File: config.mk
export PLATFORM = sky130hd
export DESIGN_NAME = homing_trapezoid_trajectory_top
export DESIGN_NICKNAME = d
export VERILOG_FILES = /design/src/rtl/core/htt_pkg.sv /design/src/rtl/core/homing_trapezoid_trajectory_top.sv /design/src/rtl/core/htt_isqrt.sv
export SDC_FILE = /design/constraint.sdc
export NUM_CORES = 2
export LEC_CHECK = 0
export CORE_MARGIN = 8
export CORE_UTILIZATION = 51
export CTS_BUF_LIST = sky130_fd_sc_hd__clkbuf_8
export CTS_CLUSTER_DIAMETER = 200
export DETAILED_ROUTE_END_ITERATION = 8
export DONT_BUFFER_PORTS = 1
export GPL_TIMING_DRIVEN = 0
export PLACE_DENSITY = 0.66
export SYNTH_ARGS = -nofsm -noshare
export SYNTH_HDL_FRONTEND = slang
export SYNTH_SLANG_ARGS = --single-unit
File: constraint.sdc
create_clock -name clk -period 14.5 [get_ports clk]
set_clock_uncertainty 0.1 [all_clocks]
set_input_delay 1.45 -clock clk [delete_from_list [all_inputs] [get_ports clk]]
set_output_delay 1.45 -clock clk [all_outputs]
set_load 0.01 [all_outputs]
File: src/rtl/core/htt_pkg.sv
// package: constants, codes and helpers of the homing trajectory block
`default_nettype none
package htt_pkg;
  localparam int FracBitsDef = 8;
  localparam int TicksPerSec = 50;
  localparam int HomeCurrent = 3000;
  localparam int HomeSpeed = -300;

  localparam logic [1:0] ST_EMERGENCY = 2'd0;
  localparam logic [1:0] ST_DRIVE = 2'd2;

  localparam logic [1:0] PH_IDLE = 2'd0;
  localparam logic [1:0] PH_HOMING = 2'd1;
  localparam logic [1:0] PH_DONE = 2'd2;

  localparam logic [1:0] MODE_SPEED = 2'd1;
  localparam logic [1:0] MODE_POS = 2'd2;

  localparam logic [2:0] REG_MOTOR = 3'd0;
  localparam logic [2:0] REG_GOAL_A = 3'd1;
  localparam logic [2:0] REG_GOAL_B = 3'd2;
  localparam logic [2:0] REG_VLIM = 3'd3;
  localparam logic [2:0] REG_ACCEL = 3'd4;
  localparam logic [2:0] REG_DECEL = 3'd5;

  // radicand width: 2*decel (32b) * |err| (33b)
  localparam int RadW = 64;
  localparam int RootW = 32;
endpackage
`default_nettype wire

File: src/rtl/core/homing_trapezoid_trajectory_top.sv
// homing and trapezoid trajectory: top level, sequencer and state
// feedback and no-result ticks end in idle; homing ticks give a result from S_HOME,
// near-goal ticks from S_VEL then S_POS; profile ticks run S_VEL, S_SQRT (serial
// square root, accel step divided alongside), S_DIV (divide by 50) and S_POS
// input is taken while a result waits; a new result holds until the register is free
// synchronous active-low reset restores register defaults and clears the tick state
`default_nettype none
module homing_trapezoid_trajectory_top import htt_pkg::*; #(
  parameter int FRAC_BITS = FracBitsDef
) (
  input  wire logic               clk,
  input  wire logic               rst_n,
  input  wire logic               in_valid,
  output logic                    in_ready,
  input  wire logic               in_command,
  input  wire logic [1:0]         in_system_state,
  input  wire logic signed [15:0] in_motor_current,
  input  wire logic signed [31:0] in_motor_angle,
  input  wire logic               in_buttons_present,
  input  wire logic               in_button_a,
  input  wire logic               in_button_b,
  output logic                    out_valid,
  input  wire logic               out_ready,
  output logic [3:0]              out_cmd_motor,
  output logic [1:0]              out_cmd_mode,
  output logic signed [31:0]      out_cmd_target,
  input  wire logic               cfg_we,
  input  wire logic [2:0]         cfg_index,
  input  wire logic [31:0]        cfg_data
);
  typedef enum logic [2:0] {S_IDLE, S_SQRT, S_VEL, S_DIV, S_POS, S_HOME} state_t;

  localparam logic [36:0] Near = 37'd1 << FRAC_BITS;
  localparam logic signed [31:0] HomeTarget = 32'(HomeSpeed * (1 << FRAC_BITS));
  localparam logic [31:0] GoalBRst = 32'(30000 * (1 << FRAC_BITS));
  localparam logic [30:0] VlimRst = 31'(2000 * (1 << FRAC_BITS));
  localparam logic [30:0] AccRst = 31'(1000 * (1 << FRAC_BITS));

  state_t state_r;
  logic [3:0] motor_r;
  logic signed [31:0] goal_a_r, goal_b_r;
  logic [30:0] vlim_r, acc_r, dec_r;
  logic [1:0] last_st_r, phase_r;
  logic signed [15:0] cur_r;
  logic signed [31:0] ang_r, off_r, goal_r, pos_r;
  logic signed [31:0] vel_r;
  logic signed [32:0] err_r;
  logic [31:0] dq_r;     // quotient bits of the running divide by 50
  logic [32:0] drem_r;
  logic [5:0] dcnt_r;
  logic [31:0] dnum_r;
  logic out_valid_r;
  logic [3:0] out_motor_r;
  logic [1:0] out_mode_r;
  logic signed [31:0] out_target_r;

  logic accept, sq_done;
  logic [31:0] sq_root;
  logic [32:0] aerr;
  logic [31:0] avel;
  logic [RadW-1:0] radicand;
  logic out_free;

  assign in_ready = (state_r == S_IDLE);
  assign accept = in_valid && in_ready;
  assign out_free = !out_valid_r || out_ready;
  assign out_valid = out_valid_r;
  assign out_cmd_motor = out_motor_r;
  assign out_cmd_mode = out_mode_r;
  assign out_cmd_target = out_target_r;

  assign aerr = err_r[32] ? 33'(-err_r) : 33'(err_r);
  assign avel = vel_r[31] ? 32'(-vel_r) : 32'(vel_r);
  assign radicand = RadW'({dec_r, 1'b0}) * RadW'(aerr);

  logic sq_go_r;
  htt_isqrt u_sqrt (
    .clk(clk), .rst_n(rst_n), .start(sq_go_r), .radicand(radicand),
    .done(sq_done), .root(sq_root)
  );

  // tick goal selection
  logic signed [31:0] tick_goal;
  always_comb begin
    tick_goal = goal_r;
    if (in_buttons_present) begin
      if (in_button_a) tick_goal = goal_a_r;
      else if (in_button_b) tick_goal = goal_b_r;
    end
  end

  // accel step per tick, divided by 50 while the root runs
  logic [31:0] step;
  assign step = dq_r;

  logic signed [33:0] vt, v_up, v_dn;
  logic signed [31:0] vel_new;
  logic [31:0] safe;
  assign safe = (sq_root > 32'(vlim_r)) ? 32'(vlim_r) : sq_root;
  always_comb begin
    vt = err_r[32] ? -34'(safe) : 34'(safe);
    v_up = 34'(vel_r) + 34'(step);
    v_dn = 34'(vel_r) - 34'(step);
    vel_new = vel_r;
    if (34'(vel_r) < vt) vel_new = (v_up > vt) ? 32'(vt) : 32'(v_up);
    else if (34'(vel_r) > vt) vel_new = (v_dn < vt) ? 32'(vt) : 32'(v_dn);
  end

  logic signed [33:0] pos_sum;
  logic [33:0] dtrial;
  logic [32:0] drem_nxt;
  logic [31:0] dq_nxt;
  assign dtrial = {drem_r, dnum_r[31]};
  always_comb begin
    pos_sum = 34'(pos_r) + (vel_r[31] ? -34'(dq_r) : 34'(dq_r));
  end

  // restoring divide by 50, one quotient bit per cycle
  always_comb begin
    if (dtrial >= 34'(TicksPerSec)) begin
      drem_nxt = 33'(dtrial - 34'(TicksPerSec));
      dq_nxt = {dq_r[30:0], 1'b1};
    end else begin
      drem_nxt = 33'(dtrial);
      dq_nxt = {dq_r[30:0], 1'b0};
    end
  end

  function automatic logic signed [31:0] sat(input logic signed [33:0] v);
    if (v > 34'sd2147483647) return 32'sh7fffffff;
    if (v < -34'sd2147483648) return 32'sh80000000;
    return 32'(v);
  endfunction

  always_ff @(posedge clk) begin
    if (!rst_n) begin
      state_r <= S_IDLE;
      motor_r <= 4'd1; goal_a_r <= '0; goal_b_r <= GoalBRst;
      vlim_r <= VlimRst; acc_r <= AccRst; dec_r <= AccRst;
      last_st_r <= ST_EMERGENCY; phase_r <= PH_IDLE;
      cur_r <= '0; ang_r <= '0; off_r <= '0; goal_r <= '0;
      pos_r <= '0; vel_r <= '0;
      out_valid_r <= 1'b0; sq_go_r <= 1'b0;
    end else begin
      sq_go_r <= 1'b0;
      if (out_valid_r && out_ready) out_valid_r <= 1'b0;
      if (cfg_we) begin
        unique case (cfg_index)
          REG_MOTOR:  motor_r <= cfg_data[3:0];
          REG_GOAL_A: goal_a_r <= cfg_data;
          REG_GOAL_B: goal_b_r <= cfg_data;
          REG_VLIM:   vlim_r <= cfg_data[30:0];
          REG_ACCEL:  acc_r <= cfg_data[30:0];
          REG_DECEL:  dec_r <= cfg_data[30:0];
          default: ;
        endcase
      end
      unique case (state_r)
        S_IDLE: if (accept) begin
          if (!in_command) begin
            cur_r <= in_motor_current;
            ang_r <= in_motor_angle;
            if (in_system_state == ST_EMERGENCY) phase_r <= PH_IDLE;
            else if (last_st_r != ST_DRIVE && in_system_state == ST_DRIVE)
              phase_r <= PH_HOMING;
            last_st_r <= in_system_state;
          end else if (last_st_r == ST_DRIVE) begin
            if (phase_r == PH_HOMING) begin
              if ((cur_r > 16'sd3000) || (cur_r < -16'sd3000)) begin
                off_r <= ang_r; goal_r <= goal_a_r; pos_r <= goal_a_r;
                vel_r <= '0; phase_r <= PH_DONE;
              end else begin
                state_r <= S_HOME;
              end
            end else if (phase_r == PH_DONE) begin
              goal_r <= tick_goal;
              err_r <= 33'(tick_goal) - 33'(pos_r);
              state_r <= S_VEL;
            end
          end
        end
        S_HOME: if (out_free) begin
          out_valid_r <= 1'b1; out_motor_r <= motor_r;
          out_mode_r <= MODE_SPEED; out_target_r <= HomeTarget;
          state_r <= S_IDLE;
        end
        S_VEL: begin
          // near test, else launch root
          if ((37'(aerr) * 37'd10 < Near) &&
              (38'(avel) * 38'(TicksPerSec) < 38'(acc_r))) begin
            pos_r <= goal_r; vel_r <= '0;
            dq_r <= '0; state_r <= S_POS;
          end else begin
            sq_go_r <= 1'b1;
            dnum_r <= 32'(acc_r) + 32'd25;
            drem_r <= '0; dq_r <= '0; dcnt_r <= 6'd32;
            state_r <= S_SQRT;
          end
        end
        S_SQRT: begin
          if (sq_done) begin
            vel_r <= vel_new;
            dnum_r <= (vel_new[31] ? 32'(-vel_new) : 32'(vel_new)) + 32'd25;
            drem_r <= '0; dq_r <= '0; dcnt_r <= 6'd32;
            state_r <= S_DIV;
          end else if (dcnt_r != 6'd0) begin
            dnum_r <= {dnum_r[30:0], 1'b0};
            drem_r <= drem_nxt;
            dq_r <= dq_nxt;
            dcnt_r <= dcnt_r - 6'd1;
          end
        end
        S_DIV: begin
          dnum_r <= {dnum_r[30:0], 1'b0};
          drem_r <= drem_nxt;
          dq_r <= dq_nxt;
          dcnt_r <= dcnt_r - 6'd1;
          if (dcnt_r == 6'd1) state_r <= S_POS;
        end
        S_POS: if (out_free) begin
          pos_r <= sat(pos_sum);
          state_r <= S_IDLE;
          out_valid_r <= 1'b1; out_motor_r <= motor_r; out_mode_r <= MODE_POS;
          out_target_r <= sat(34'(sat(pos_sum)) + 34'(off_r));
        end
        default: state_r <= S_IDLE;
      endcase
    end
  end
endmodule
`default_nettype wire

File: src/rtl/core/htt_isqrt.sv
// bit-serial integer square root, two radicand bits per cycle
`default_nettype none
module htt_isqrt import htt_pkg::*; (
  input  wire logic              clk,
  input  wire logic              rst_n,
  input  wire logic              start,
  input  wire logic [RadW-1:0]   radicand,
  output logic                   done,
  output logic [RootW-1:0]       root
);
  logic [RadW-1:0]  x_r, x_nxt;
  logic [RootW+1:0] rem_r, rem_nxt;
  logic [RootW-1:0] q_r, q_nxt;
  logic [5:0]       cnt_r, cnt_nxt;
  logic             busy_r, busy_nxt;
  logic [RootW+1:0] trial;
  logic [RootW+1:0] shifted;

  always_comb begin
    shifted = {rem_r[RootW-1:0], x_r[RadW-1 -: 2]};
    trial = {q_r, 2'b01};
    x_nxt = x_r;
    rem_nxt = rem_r;
    q_nxt = q_r;
    cnt_nxt = cnt_r;
    busy_nxt = busy_r;
    if (start) begin
      x_nxt = radicand;
      rem_nxt = '0;
      q_nxt = '0;
      cnt_nxt = 6'(RootW);
      busy_nxt = 1'b1;
    end else if (busy_r) begin
      x_nxt = {x_r[RadW-3:0], 2'b00};
      if (shifted >= trial) begin
        rem_nxt = shifted - trial;
        q_nxt = {q_r[RootW-2:0], 1'b1};
      end else begin
        rem_nxt = shifted;
        q_nxt = {q_r[RootW-2:0], 1'b0};
      end
      cnt_nxt = cnt_r - 6'd1;
      if (cnt_r == 6'd1) busy_nxt = 1'b0;
    end
  end

  always_ff @(posedge clk) begin
    x_r <= x_nxt;
    rem_r <= rem_nxt;
    q_r <= q_nxt;
    if (!rst_n) begin
      cnt_r <= '0;
      busy_r <= 1'b0;
    end else begin
      cnt_r <= cnt_nxt;
      busy_r <= busy_nxt;
    end
  end

  assign done = busy_r && (cnt_r == 6'd1);
  assign root = q_nxt;
endmodule
`default_nettype wire
==> parameters.txt <==
Parameter                              Value

Outcome
  Result of the run ... complete, but fails checks
  Violations in the final reports ... max-capacitance violations, max-slew violations

STA
  Slew of the pin with the lowest slew margin ... 1.52 ns
  Final setup violation count ... 0
  Final worst slack ... 0.462 ns
  Final Cycle Share ... 0.968
  Headroom to the max-slew limit ... -0.0123
  Worst hold slack across all endpoints ... 0.336 ns
  Max Clk Rate ... 71.2 MHz
  Number of max-slew violations in the final report ... 6
  Final hold vios ... 0
  Tmin final ... 14.04 ns

Power
  Leakage Power ... 41.8 nW
  Internal power summed over all cells ... 4.45 mW
  Share of power burned in registers ... 0.245
  Largest voltage drop on the vdd net ... 0.157 mV
  Switch Pwr ... 3.50 mW
  Logic gate share of total power ... 0.535
  Fraction of power spent switching nets ... 0.441
  Total design power ... 7.95 mW
  Fraction of power consumed by the clock network ... 0.220
  Areal power density over the cells ... 88.0 nW/um2

Final layout
  Ratio of cells with drive above 1 in the final layout ... 0.0521
  Layout-stage area growth over the synthesis result ... 7.52%
  Footprint of the multi-input gates ... 61,800 um2
  Final nets ... 11,900
  Post-route design area ... 90,300 um2
  Layout filler cell count ... 15,300
  Fin util ... 0.550
  Area occupied by registers ... 15,500 um2

Drt
  Final Routed Wirelength ... 302,000 um
  Number of detailed-route iterations in the first pass ... 8
  Routed WL per cell ... 24.2 um
  DR iter-0 viols ... 6,715
  Via count of the routed design ... 73,500
  Ratio of routed vias to standard cells ... 5.90
  DRC violation count after routing ... 0
  Post-detailed-route count of antenna-violating nets ... 0

Die
  Core Rows ... 149
  Standard cell core area ... 164,000 um2
  Die Area ... 178,000 um2
  Die Y ... 422 um
  I/O pin cnt ... 134
  Starting Density ... 0.511
  DIE WIDTH ... 422 um

Job
  Number of maximum-capacitance constraint violations ... 1

Global route
  Highest-utilization routing layer at the global route stage ... met2
  Combined global-route utilization of all metal layers ... 0.331
  First-pass GRT wire length ... 453,000 um
  Met1 track utilization from global routing ... 0.420
  Met2 track demand over resource ... 0.512
  Number of antenna violations at the first check in global routing ... 21
  GR Util met3 ... 0.0738
  Aggregate global routing overflow ... 0
  Vias in the first global route ... 72,500
  Largest net degree at the start of global routing ... 49

Synth
  Most instantiated flip-flop cell in the synthesis netlist ... sky130_fd_sc_hd__dfxtp_1
  Synthesized area divided by synthesized cell count ... 8.44 um2
  Post-synthesis cell type count ... 122
  Number of warning messages in the yosys log ... 0
  Register bit total from synthesis ... 654
  Count of flip-flops with a built-in enable after synthesis ... 237
  Synthesized instance count ... 9,954
  Post-Synthesis Cell Area ... 84,000 um2
  Share of async-settable or async-resettable flops after synthesis ... 0
  Share of synthesized area occupied by flip-flops and latches ... 0.184
  Synth Net Count ... 11,700

Place
  Area after DPL ... 87,100 um2
  Pre-CTS setup slack ... -2.91 ns
  HPWL after DPL ... 248,000 um
  Buffers added on ports ... 0
  Routability cong. ... 1.03

Critical path
  Type of element launching the critical path ... flop
  Largest stage delay on the critical path ... 0.56 ns
  Worst setup path category ... reg2reg
  Cell repeated most along the worst path ... sky130_fd_sc_hd__clkbuf_2
  Critical Path RT ... 14.96 ns
  Largest fanout on the critical path ... 11
  Crit. End Element ... flop
  Worst path slowest cell ... sky130_fd_sc_hd__fa_1
  Buffers plus inverters on the worst setup path ... 12
  Critical Path AT ... 14.50 ns
  Dominant delay contributor by cell family on the critical path ... compound AO/OA/AOI/OAI gates

Clock network
  Number of hold buffers added after cts ... 0
  Max H-tree Level ... 3
  TritonCTS clock tree ... done
  CTS Buffer Depth ... 3
  Later-pin clock latency in the skew report ... 0.87 ns
  Clock buffers created by TritonCTS ... 116
  Clock tree root buffer cell ... sky130_fd_sc_hd__clkbuf_8
  Clock Sink Count ... 654
  Clock-pin transition on the worst setup and hold timing paths ... 0.07 ns

Worst hold path
  Class of the most critical hold timing path ... reg2reg
-- Yosys cell counts, types with 61 or more instances --
master | number | area (um2)
sky130_fd_sc_hd__clkbuf_1 | 446 | 1670
sky130_fd_sc_hd__o211ai_1 | 72 | 541
sky130_fd_sc_hd__inv_1 | 1386 | 5200
sky130_fd_sc_hd__and2_1 | 217 | 1360
sky130_fd_sc_hd__xor2_1 | 114 | 998
sky130_fd_sc_hd__nor3_1 | 139 | 696
sky130_fd_sc_hd__edfxtp_1 | 237 | 7120
sky130_fd_sc_hd__nor2b_1 | 97 | 607
sky130_fd_sc_hd__a21boi_0 | 212 | 1590
sky130_fd_sc_hd__nor2_1 | 526 | 1970
sky130_fd_sc_hd__or3_1 | 63 | 394
sky130_fd_sc_hd__a22o_1 | 82 | 718
sky130_fd_sc_hd__nand2_1 | 1679 | 6300
sky130_fd_sc_hd__nand2b_1 | 64 | 400
sky130_fd_sc_hd__xnor2_1 | 356 | 3120
sky130_fd_sc_hd__o21ai_0 | 343 | 1720
sky130_fd_sc_hd__nand4_1 | 70 | 438
sky130_fd_sc_hd__mux2i_1 | 123 | 1230
sky130_fd_sc_hd__mux2_2 | 61 | 687
sky130_fd_sc_hd__ha_1 | 772 | 9660
sky130_fd_sc_hd__a21oi_1 | 334 | 1670
sky130_fd_sc_hd__nand3_1 | 184 | 921
sky130_fd_sc_hd__dfxtp_1 | 417 | 8350
sky130_fd_sc_hd__fa_1 | 926 | 18500
sky130_fd_sc_hd__a21o_1 | 119 | 893
sky130_fd_sc_hd__a31oi_1 | 73 | 457
sky130_fd_sc_hd__a211oi_1 | 68 | 510
-- placed cells by master (no fill, tap or decap), types with 43 or more instances in the layout --
cell and count:
sky130_fd_sc_hd__inv_1 1432, sky130_fd_sc_hd__nor2b_1 95, sky130_fd_sc_hd__nand2b_1 64, sky130_fd_sc_hd__and2_1 217, sky130_fd_sc_hd__edfxtp_1 237, sky130_fd_sc_hd__xor2_1 114
sky130_fd_sc_hd__clkbuf_8 133, sky130_fd_sc_hd__buf_1 45, sky130_fd_sc_hd__a21oi_1 328, sky130_fd_sc_hd__fa_1 926, sky130_fd_sc_hd__o21ai_0 337, sky130_fd_sc_hd__ha_1 771
sky130_fd_sc_hd__and3_1 47, sky130_fd_sc_hd__a31oi_1 73, sky130_fd_sc_hd__nand3_1 184, sky130_fd_sc_hd__a21boi_0 211, sky130_fd_sc_hd__a221oi_1 43, sky130_fd_sc_hd__or3_1 63
sky130_fd_sc_hd__diode_2 47, sky130_fd_sc_hd__mux2_2 61, sky130_fd_sc_hd__nor2_1 522, sky130_fd_sc_hd__o31ai_1 50, sky130_fd_sc_hd__dfxtp_1 416, sky130_fd_sc_hd__nor3_1 135
sky130_fd_sc_hd__a21o_1 119, sky130_fd_sc_hd__mux2i_1 123, sky130_fd_sc_hd__nand2_1 1678, sky130_fd_sc_hd__o211ai_1 72, sky130_fd_sc_hd__clkbuf_1 402, sky130_fd_sc_hd__xnor2_1 331
sky130_fd_sc_hd__a22o_1 82, sky130_fd_sc_hd__a211oi_1 67, sky130_fd_sc_hd__nand4_1 70, sky130_fd_sc_hd__o21bai_1 43
-- power by group through the flow --
stage / clock network (mW) / registers (mW) / logic (mW)
2_1_floorplan: 0 / 1.98 / 2.97
3_3_place_gp: 0 / 1.99 / 3.98
3_5_place_dp: 0 / 1.99 / 4.03
4_1_cts: 1.78 / 1.95 / 4.11
5_1_grt: 1.84 / 1.95 / 4.65
6_report: 1.75 / 1.95 / 4.25
-- layout make-up --
cell class | count | area share
Buffer | 521 | 0.0234
Timing Repair Buffer | 48 | 0.00587
Sequential cell | 654 | 0.171
Inverter | 1389 | 0.0578
Multi-Input combinational cell | 7387 | 0.685
Clock inverter | 84 | 0.00526
Clock buffer | 133 | 0.0203
Antenna cell | 47 | 0.00130
Tap cell | 2189 | 0.0303
-- logic make-up (layout without fill, tap and decap cells) --
kind of cell / after synthesis / in the layout / share of synthesized area
flops: 654 / 654 / 0.184
fa+ha+maj: 1699 / 1699 / 0.336
xor+xnor: 472 / 472 / 0.0495
mux: 184 / 184 / 0.0228
buf+inv: 1913 / 2175 / 0.0863
simple gates: 3270 / 3270 / 0.176
compound gates: 1762 / 1762 / 0.145
other cells: 0 / 47 / 0
-- layer usage --
metal	up-vias	part of all wire
met5	-	0.00014
met4	6	0.074
met3	762	0.092
met2	3362	0.44
met1	36100	0.39
li1	33300	-
-- worst register-to-register path, delay by kind of cell, from the launching register on --
family | cells | cell delay [ns]
AOI/OAI and AO/OA | 17 | 4.72
adders and majority gates | 9 | 3.92
buffers and inverters | 12 | 2.74
and+or+nand+nor | 5 | 0.66
xor gates and xnor gates | 2 | 0.62
DFF | 1 | 0.55
muxes | 1 | 0.43
-- flip-flops by register name, indices dropped and copies added (netlist names), 32 cells and up --
name / cells
ang_r: 32
dq_r: 32
u_sqrt.x_r: 63
drem_r: 33
out_cmd_target: 32
u_sqrt.rem_r: 32
off_r: 32
goal_r: 32
goal_a_r: 32
pos_r: 32
u_sqrt.q_r: 32
err_r: 33
vel_r: 32
goal_b_r: 32
dnum_r: 32
-- worst paths after layout --
kind,startpoint,cells past startpoint,end,slack (ns)
worst max-delay path,err_r[32]$_DFFE_PP_,46,u_sqrt.x_r[63]$_DFFE_PP_,0.46
worst min-delay path,motor_r[0]$_SDFFE_PN1P_,0,out_cmd_motor[0]$_DFFE_PP_,0.34
worst max register to register,err_r[32]$_DFFE_PP_,46,u_sqrt.x_r[63]$_DFFE_PP_,0.46
worst min register to register,motor_r[0]$_SDFFE_PN1P_,0,out_cmd_motor[0]$_DFFE_PP_,0.34
-- timing repair --
item | 4_1_cts | 5_1_grt
setup buffers | 20 | 16
pin swaps | 10 | 11
setup endpoints to repair | 79 | 63
gates resized for setup | 80 | 77
gates cloned | 0 | 0
-- through the flow --
stage / setup TNS, ns / cells
after global placement: -594.97 / 12100
after floorplan: 0 / 9954
after detailed placement: -97.15 / 12200
after CTS: 0 / 12400
after global routing: -0.0000124 / 12400
final: 0 / 12500
Power figures use the tool's default switching activity.
